**src/rtl/core/ksmf_pkg.sv**
```systemverilog
`default_nettype none

package ksmf_pkg;

	localparam int unsigned MOD_W = 12;
	localparam int unsigned LED_W = 3;
	localparam int unsigned QUEUED_W = 10;

	// Bit positions in the modifier word.
	localparam int unsigned MB_RSHIFT = 0;
	localparam int unsigned MB_LSHIFT = 1;
	localparam int unsigned MB_RCTRL  = 2;
	localparam int unsigned MB_LCTRL  = 3;
	localparam int unsigned MB_RALT   = 4;
	localparam int unsigned MB_LALT   = 5;
	localparam int unsigned MB_SCROLL = 6;
	localparam int unsigned MB_NUM    = 7;
	localparam int unsigned MB_CAPS   = 8;
	localparam int unsigned MB_INS    = 9;
	localparam int unsigned MB_SYSRQ  = 10;
	localparam int unsigned MB_HOLD   = 11;

	// Input action codes.
	localparam logic ACT_SCAN = 1'b0;
	localparam logic ACT_READ = 1'b1;

	// Set-1 scan bytes.
	localparam logic [7:0] SC_PREFIX     = 8'hE0;
	localparam logic [7:0] SC_SYSRQ      = 8'h81;
	localparam logic [7:0] SC_RSHIFT_MK  = 8'h36;
	localparam logic [7:0] SC_RSHIFT_BRK = 8'hB6;
	localparam logic [7:0] SC_LSHIFT_MK  = 8'h2A;
	localparam logic [7:0] SC_LSHIFT_BRK = 8'hAA;
	localparam logic [7:0] SC_CTRL_MK    = 8'h1D;
	localparam logic [7:0] SC_CTRL_BRK   = 8'h9D;
	localparam logic [7:0] SC_ALT_MK     = 8'h38;
	localparam logic [7:0] SC_ALT_BRK    = 8'hB8;
	localparam logic [7:0] SC_SCROLL_MK  = 8'h46;
	localparam logic [7:0] SC_SCROLL_BRK = 8'hC6;
	localparam logic [7:0] SC_NUM_MK     = 8'h45;
	localparam logic [7:0] SC_NUM_BRK    = 8'hC5;
	localparam logic [7:0] SC_CAPS_BRK   = 8'hBA;
	localparam logic [7:0] SC_INS_MK     = 8'h52;
	localparam logic [7:0] SC_INS_BRK    = 8'hD2;

	typedef logic [MOD_W-1:0] mod_t;

endpackage

`default_nettype wire

```
**src/rtl/core/keyboard_scan_modifier_fifo.sv**
```systemverilog
`default_nettype none

// Set-1 scan byte modifier tracker with a key queue. Each input beat is either a scan byte
// (action 0) or a request to pop the oldest queued key (action 1), and each produces exactly
// one result beat. The block takes one beat per clock while in_stall is low; a result is
// registered in the first stage and then in the output register, where it stays presented
// until it is taken. The key queue is a synchronous memory whose read data is registered in
// the first stage, and the output register follows that stage. A first stage and an output
// register sit between the channels, so a new beat is still taken while a result waits;
// in_stall rises only when both are full and the output is stalled. The key memory is not
// cleared after reset: only entries that were written are ever popped.
module keyboard_scan_modifier_fifo #(
	parameter int unsigned FIFO_DEPTH = 512
) (
	input  wire logic                          clk,
	input  wire logic                          arst_n,
	input  wire logic                          in_valid,
	output logic                               in_stall,
	input  wire logic                          action,
	input  wire logic [7:0]                    scan_code,
	output logic                               out_valid,
	input  wire logic                          out_stall,
	output logic [7:0]                         key_code,
	output logic                               key_valid,
	output ksmf_pkg::mod_t                     modifier_status,
	output logic [ksmf_pkg::LED_W-1:0]         led_bits,
	output logic [ksmf_pkg::QUEUED_W-1:0]      keys_queued,
	output logic                               full_beep
);
	import ksmf_pkg::*;

	localparam int unsigned PW = (FIFO_DEPTH > 1) ? $clog2(FIFO_DEPTH) : 1;
	localparam int unsigned CW = $clog2(FIFO_DEPTH + 1);
	localparam int unsigned SW = CW + 1;

	logic [7:0] key_store [FIFO_DEPTH];

	mod_t          flags_q, flags_nx;
	logic          prefix_q;
	logic [PW-1:0] rd_ptr_q;
	logic [CW-1:0] count_q;

	logic          valid_s1;
	logic [7:0]    rd_s1;
	logic          key_valid_s1;
	logic          beep_s1;
	mod_t          flags_s1;
	logic [CW-1:0] count_s1;

	logic          out_valid_q;
	logic [7:0]    key_code_q;
	logic          key_valid_q;
	logic          beep_q;
	mod_t          flags_out_q;
	logic [CW-1:0] count_out_q;

	logic          in_accept;
	logic          s1_adv;
	logic          is_read;
	logic          do_pop;
	logic          is_make;
	logic          fifo_full;
	logic          do_push;
	logic          do_beep;
	logic [SW-1:0] slot_sum;
	logic [PW-1:0] wr_slot;
	logic [PW-1:0] rd_ptr_inc;
	logic [CW-1:0] count_nx;
	logic [CW+QUEUED_W-1:0] count_ext;

	// The first stage moves on whenever the output register is empty or being taken.
	assign s1_adv    = valid_s1 && (!out_valid_q || !out_stall);
	assign in_stall  = valid_s1 && !s1_adv;
	assign in_accept = in_valid && !in_stall;

	assign is_read   = (action == ACT_READ);
	assign fifo_full = (count_q >= CW'(FIFO_DEPTH));
	assign is_make   = (scan_code < SC_SYSRQ);
	assign do_pop    = is_read && (count_q != '0);
	assign do_push   = !is_read && is_make && !fifo_full;
	assign do_beep   = !is_read && is_make && fifo_full;

	assign slot_sum   = SW'(rd_ptr_q) + SW'(count_q);
	assign wr_slot    = (slot_sum >= SW'(FIFO_DEPTH)) ? PW'(slot_sum - SW'(FIFO_DEPTH))
							: PW'(slot_sum);
	assign rd_ptr_inc = (rd_ptr_q == PW'(FIFO_DEPTH - 1)) ? '0 : rd_ptr_q + 1'b1;

	always_comb begin
		count_nx = count_q;
		if (do_pop) begin
			count_nx = count_q - 1'b1;
		end else if (do_push) begin
			count_nx = count_q + 1'b1;
		end
	end

	// A prefixed Ctrl, Alt or NumLock byte lands on the right-hand or Hold bit instead.
	always_comb begin
		flags_nx = flags_q;
		if (!is_read) begin
			case (scan_code)
				SC_RSHIFT_MK:  flags_nx[MB_RSHIFT] = 1'b1;
				SC_RSHIFT_BRK: flags_nx[MB_RSHIFT] = 1'b0;
				SC_LSHIFT_MK:  flags_nx[MB_LSHIFT] = 1'b1;
				SC_LSHIFT_BRK: flags_nx[MB_LSHIFT] = 1'b0;
				SC_CTRL_MK: begin
					if (prefix_q) flags_nx[MB_RCTRL] = 1'b1;
					else flags_nx[MB_LCTRL] = 1'b1;
				end
				SC_CTRL_BRK: begin
					if (prefix_q) flags_nx[MB_RCTRL] = 1'b0;
					else flags_nx[MB_LCTRL] = 1'b0;
				end
				SC_ALT_MK: begin
					if (prefix_q) flags_nx[MB_RALT] = 1'b1;
					else flags_nx[MB_LALT] = 1'b1;
				end
				SC_ALT_BRK: begin
					if (prefix_q) flags_nx[MB_RALT] = 1'b0;
					else flags_nx[MB_LALT] = 1'b0;
				end
				SC_SCROLL_MK:  flags_nx[MB_SCROLL] = 1'b1;
				SC_SCROLL_BRK: flags_nx[MB_SCROLL] = 1'b0;
				SC_NUM_MK: begin
					if (prefix_q) flags_nx[MB_HOLD] = 1'b1;
					else flags_nx[MB_NUM] = 1'b1;
				end
				SC_NUM_BRK: begin
					if (prefix_q) flags_nx[MB_HOLD] = 1'b0;
					else flags_nx[MB_NUM] = 1'b0;
				end
				SC_CAPS_BRK:   flags_nx[MB_CAPS] = ~flags_q[MB_CAPS];
				SC_INS_MK:     flags_nx[MB_INS] = 1'b1;
				SC_INS_BRK:    flags_nx[MB_INS] = 1'b0;
				SC_SYSRQ:      flags_nx[MB_SYSRQ] = 1'b1;
				default: ;
			endcase
		end
	end

	always_ff @(posedge clk) begin
		if (in_accept && do_push) begin
			key_store[wr_slot] <= scan_code;
		end
		if (in_accept && is_read) begin
			rd_s1 <= key_store[rd_ptr_q];
		end
	end

	always_ff @(posedge clk or negedge arst_n) begin
		if (!arst_n) begin
			flags_q  <= '0;
			prefix_q <= 1'b0;
			rd_ptr_q <= '0;
			count_q  <= '0;
		end else if (in_accept) begin
			flags_q <= flags_nx;
			count_q <= count_nx;
			if (!is_read) begin
				prefix_q <= (scan_code == SC_PREFIX);
			end
			if (do_pop) begin
				rd_ptr_q <= rd_ptr_inc;
			end
		end
	end

	always_ff @(posedge clk or negedge arst_n) begin
		if (!arst_n) begin
			valid_s1 <= 1'b0;
		end else if (in_accept) begin
			valid_s1 <= 1'b1;
		end else if (s1_adv) begin
			valid_s1 <= 1'b0;
		end
	end

	always_ff @(posedge clk) begin
		if (in_accept) begin
			key_valid_s1 <= do_pop;
			beep_s1      <= do_beep;
			flags_s1     <= flags_nx;
			count_s1     <= count_nx;
		end
	end

	always_ff @(posedge clk or negedge arst_n) begin
		if (!arst_n) begin
			out_valid_q <= 1'b0;
		end else if (s1_adv) begin
			out_valid_q <= 1'b1;
		end else if (!out_stall) begin
			out_valid_q <= 1'b0;
		end
	end

	always_ff @(posedge clk) begin
		if (s1_adv) begin
			key_code_q  <= key_valid_s1 ? rd_s1 : 8'h00;
			key_valid_q <= key_valid_s1;
			beep_q      <= beep_s1;
			flags_out_q <= flags_s1;
			count_out_q <= count_s1;
		end
	end

	assign count_ext = {{QUEUED_W{1'b0}}, count_out_q};

	assign out_valid       = out_valid_q;
	assign key_code        = key_code_q;
	assign key_valid       = key_valid_q;
	assign full_beep       = beep_q;
	assign modifier_status = flags_out_q;
	assign led_bits        = {flags_out_q[MB_CAPS], flags_out_q[MB_NUM], flags_out_q[MB_SCROLL]};
	assign keys_queued     = count_ext[QUEUED_W-1:0];

endmodule

`default_nettype wire

```
**config.mk**
```make
export PLATFORM = sky130hd
export DESIGN_NAME = keyboard_scan_modifier_fifo
export DESIGN_NICKNAME = d
export VERILOG_FILES = /design/src/rtl/core/ksmf_pkg.sv /design/src/rtl/core/keyboard_scan_modifier_fifo.sv
export SDC_FILE = /design/constraint.sdc
export NUM_CORES = 2
export LEC_CHECK = 0
export ABC_CLOCK_PERIOD_IN_PS = 11200
export BUFFER_PORTS_ARGS = -buffer_cell sky130_fd_sc_hd__buf_2
export CORE_UTILIZATION = 35
export CTS_CLUSTER_SIZE = 14
export DETAILED_ROUTE_END_ITERATION = 10
export PLACE_DENSITY_LB_ADDON = 0.25
export RECOVER_POWER = 50
export REMOVE_ABC_BUFFERS = 1
export SLEW_MARGIN = 20
export SYNTH_ARGS = -nofsm -noshare
export SYNTH_HDL_FRONTEND = slang
export SYNTH_SLANG_ARGS = --single-unit
```
**constraint.sdc**
```tcl
create_clock -name clk -period 11.2 [get_ports clk]
set_input_delay 2.24 -clock clk [delete_from_list [all_inputs] [get_ports clk]]
set_output_delay 2.24 -clock clk [all_outputs]
set_load 0.01 [all_outputs]
```
==> results.json <==
{
  "status": "finished, violations left",
  "violations": "capacitance limit, slew limit",
  "finClkSkew_ns": 0.100,
  "fillers": 41168,
  "die_area_um2": 479000,
  "setup_viol": 0,
  "cts_setup_buffers": 0,
  "fin_crit_sh_pct": 79.2,
  "path_buf_inv": 2,
  "vias_per_cell": 5.88,
  "max_freq_ghz": 0.113,
  "clk_latency_ns": 1.02,
  "cp_slowest_stage_delay_ns": 1.53,
  "cts_hold_buf": 0,
  "fin_area_um2": 194000,
  "cp_max_fo": 73,
  "hold_class": "reg -> reg",
  "endpoint_kind": "register",
  "antenna_found_initial": 33,
  "finalMaxSlewViolations": 2658,
  "avgSynthCellArea_um2": 21.1,
  "setup_tns_ns": 0,
  "cts_tree": "yes",
  "gp_congestion": 0.888,
  "worstMarginPinSlew_ns": 4.54,
  "row_count": 253,
  "drive_gt1_share_pct": 30.2,
  "synth_area_um2": 167000,
  "die_w_um": 692,
  "r2r_setup_slack_ns": 2.74,
  "yosys_warnings": 0,
  "cts_buffer_depth": 4,
  "slowest_stage": "clkbuf_1",
  "routed_wl_um": 528000,
  "min-delay-start": "flags_s1[6]",
  "ant_nets": 0,
  "yosysSeqAreaShare_pct": 75.4,
  "p_leak_nw": 58.1,
  "drtIter0Drc": 12295,
  "clock_sinks": 4194,
  "io_pins": 50,
  "worstReg2RegEnd": "rd_s1[5]",
  "yosysUniqueCellTypes": 80,
  "syn_inst": 7905,
  "grt_pass1_wl_um": 729000,
  "cts_made_buffers": 431,
  "synthArstFlopShare_pct": 0.811,
  "synthToLayoutAreaGrowth_pct": 16.0,
  "min_to": "modifier_status[6]",
  "worstPathRequired_ns": 11.82,
  "die_h_um": 692,
  "core_region_area_um2": 475000,
  "track_usage_pct": 21.6,
  "ctsRootBufferMaster": "clkbuf_16",
  "yosys.area.top_type": "edfxtp_1",
  "drc": 0,
  "final_common_cell": "edfxtp_1",
  "synth_top_cell_area_share_pct": 74.9,
  "period_needed_ns": 8.87,
  "crit_path_start_kind": "input port",
  "ir_drop_mv": 0.246,
  "ctsHtreeMaxLevel": 5,
  "clk_pin_slew_worst_paths_ns": 0.06,
  "synth_flop_cell": "edfxtp_1",
  "grt_max_degree": 165,
  "synth-seq-cells": 4194,
  "dp_hpwl_um": 325000,
  "final_cell_mix": "4160 x edfxtp_1, 983 x mux4_2, 437 x clkbuf_16, 425 x buf_4, 350 x mux2i_1",
  "finalPower_mw": 46.1,
  "p_per_area_nw_per_um2": 238,
  "vias": 87530,
  "whs_path_depth": 0,
  "fin_nets": 8301,
  "finalHoldViolations": 0,
  "slew_headroom_pct": -203,
  "critPathArrivalTime_ns": 9.49,
  "r2r_cells": 9,
  "grt_setup_unrepaired": "no",
  "path_cells": "clkbuf_1 -> nor4_1 -> a31oi_1 -> nor2_1 -> buf_4 -> nand4_1 -> nor3_1 -> nand3_1 -> a2111oi_2",
  "first_global_vias": 87375,
  "port_buffers": 49,
  "cp_top_family": "simple AND/OR/NAND/NOR gates",
  "critPathKind": "in -> reg",
  "r2r_start": "rd_ptr_q[0]",
  "cts-resized-gates": 0,
  "placed_cell_area_um2": 179000,
  "grt_overflow_total": 0,
  "start_util_pct": 35.2,
  "firstDrtPassIters": 6,
  "routedWlPerCell_um": 35.5,
  "synth_edf_count": 4160,
  "fin_hold_ws_ns": 0.424,
  "synth_top_cells_by_area": "edfxtp_1 75%, mux4_2 13%, mux2i_1 2.1%, a2111oi_0 1.4%, a211oi_1 0.71%",
  "maxCapViolCount": 46
}
-- registers in the layout, summed over array words and instances (netlist names) --
name,flops
key_store,4096
flags_q,12
flags_s1,12
modifier_status,12
count_q,10
count_s1,10
keys_queued,10
rd_ptr_q,9
key_code,8
rd_s1,8
beep_s1,1
full_beep,1
key_valid,1
key_valid_s1,1
out_valid,1
prefix_q,1
valid_s1,1
-- per-stage QoR --
stage,std cells,setup slack (ns),util (%)
floorplan,7296,-43.25,-
global placement,14081,2.99,37.6
detailed placement,14084,3.60,37.6
CTS,14878,4.53,40.6
global route,14884,2.15,40.8
finish,14897,2.33,40.8
-- power breakdown --
group / total, mW / switching (mW) / internal, mW
combinational: 14.0 / 9.47 / 4.52
clock: 14.4 / 6.20 / 8.22
sequential: 17.6 / 0.218 / 17.4
total: 46.1 / 15.9 / 30.2
-- synthesized netlist by cell type (all sizes together), types with 6 or more instances --
cell	number
nor2	86
o21ai	113
a2111oi	265
nor4	135
nand3	100
a221oi	54
a21oi	106
o221ai	56
a22oi	44
buf	329
a211oi	158
o22ai	54
nand2b	10
nor2b	11
edfxtp	4160
o41ai	6
nor3	27
inv	29
nand4	14
nand2	223
xnor2	14
clkbuf	280
mux4	994
o311ai	7
a311oi	15
o211ai	24
dfrtp	34
and3	22
a211o	8
mux2	32
ha	12
o31ai	9
xor2	11
mux2i	350
and2	22
a31oi	19
-- logic make-up (layout without fill, tap and decap cells) --
| logic type | count (synthesis) | count (layout) | synth area share [%] |
|---|---|---|---|
| DFF | 4194 | 4194 | 75.4 |
| muxes | 1376 | 1376 | 15.8 |
| AOI/OAI and AO/OA | 987 | 987 | 4.41 |
| and+or+nand+nor | 670 | 670 | 1.98 |
| buffers and inverters | 640 | 1371 | 2.21 |
| xor gates and xnor gates | 25 | 25 | 0.131 |
| adders and majority gates | 13 | 13 | 0.102 |
| other | 0 | 14 | 0 |
-- per-layer routing --
layer	up-vias	track usage, %	routed length (um)
met5	-	0	195
met1	47281	30.0	215000
li1	34824	-	-
met3	825	5.60	52600
met2	4568	33.0	242000
met4	32	7.40	19000
-- worst max path at each step --
stage | cells after the start | end | from
final | 9 | key_store[246][0] | scan_code[2]
after global routing | 4 | key_store[176][1] | scan_code[1]
after CTS | 13 | key_store[2][2] | rd_ptr_q[0]
after detailed placement | 10 | key_store[466][3] | scan_code[3]
after global placement | 10 | key_store[2][2] | scan_code[3]
after floorplan | 10 | key_store[100][0] | rd_ptr_q[0]
-- cell type report --
| class | count | area (um2) | share of cell area [%] |
|---|---|---|---|
| clock buffer | 522 | 11300 | 5.84 |
| antenna | 14 | 35.0 | 0.0181 |
| multi-input combinational | 3071 | 41400 | 21.4 |
| tap | 6247 | 7820 | 4.04 |
| sequential | 4194 | 126000 | 65.0 |
| clock inverter | 272 | 2830 | 1.46 |
| timing repair buffer | 546 | 4230 | 2.18 |
| inverter | 31 | 144 | 0.0743 |
Power figures use the tool's default switching activity.
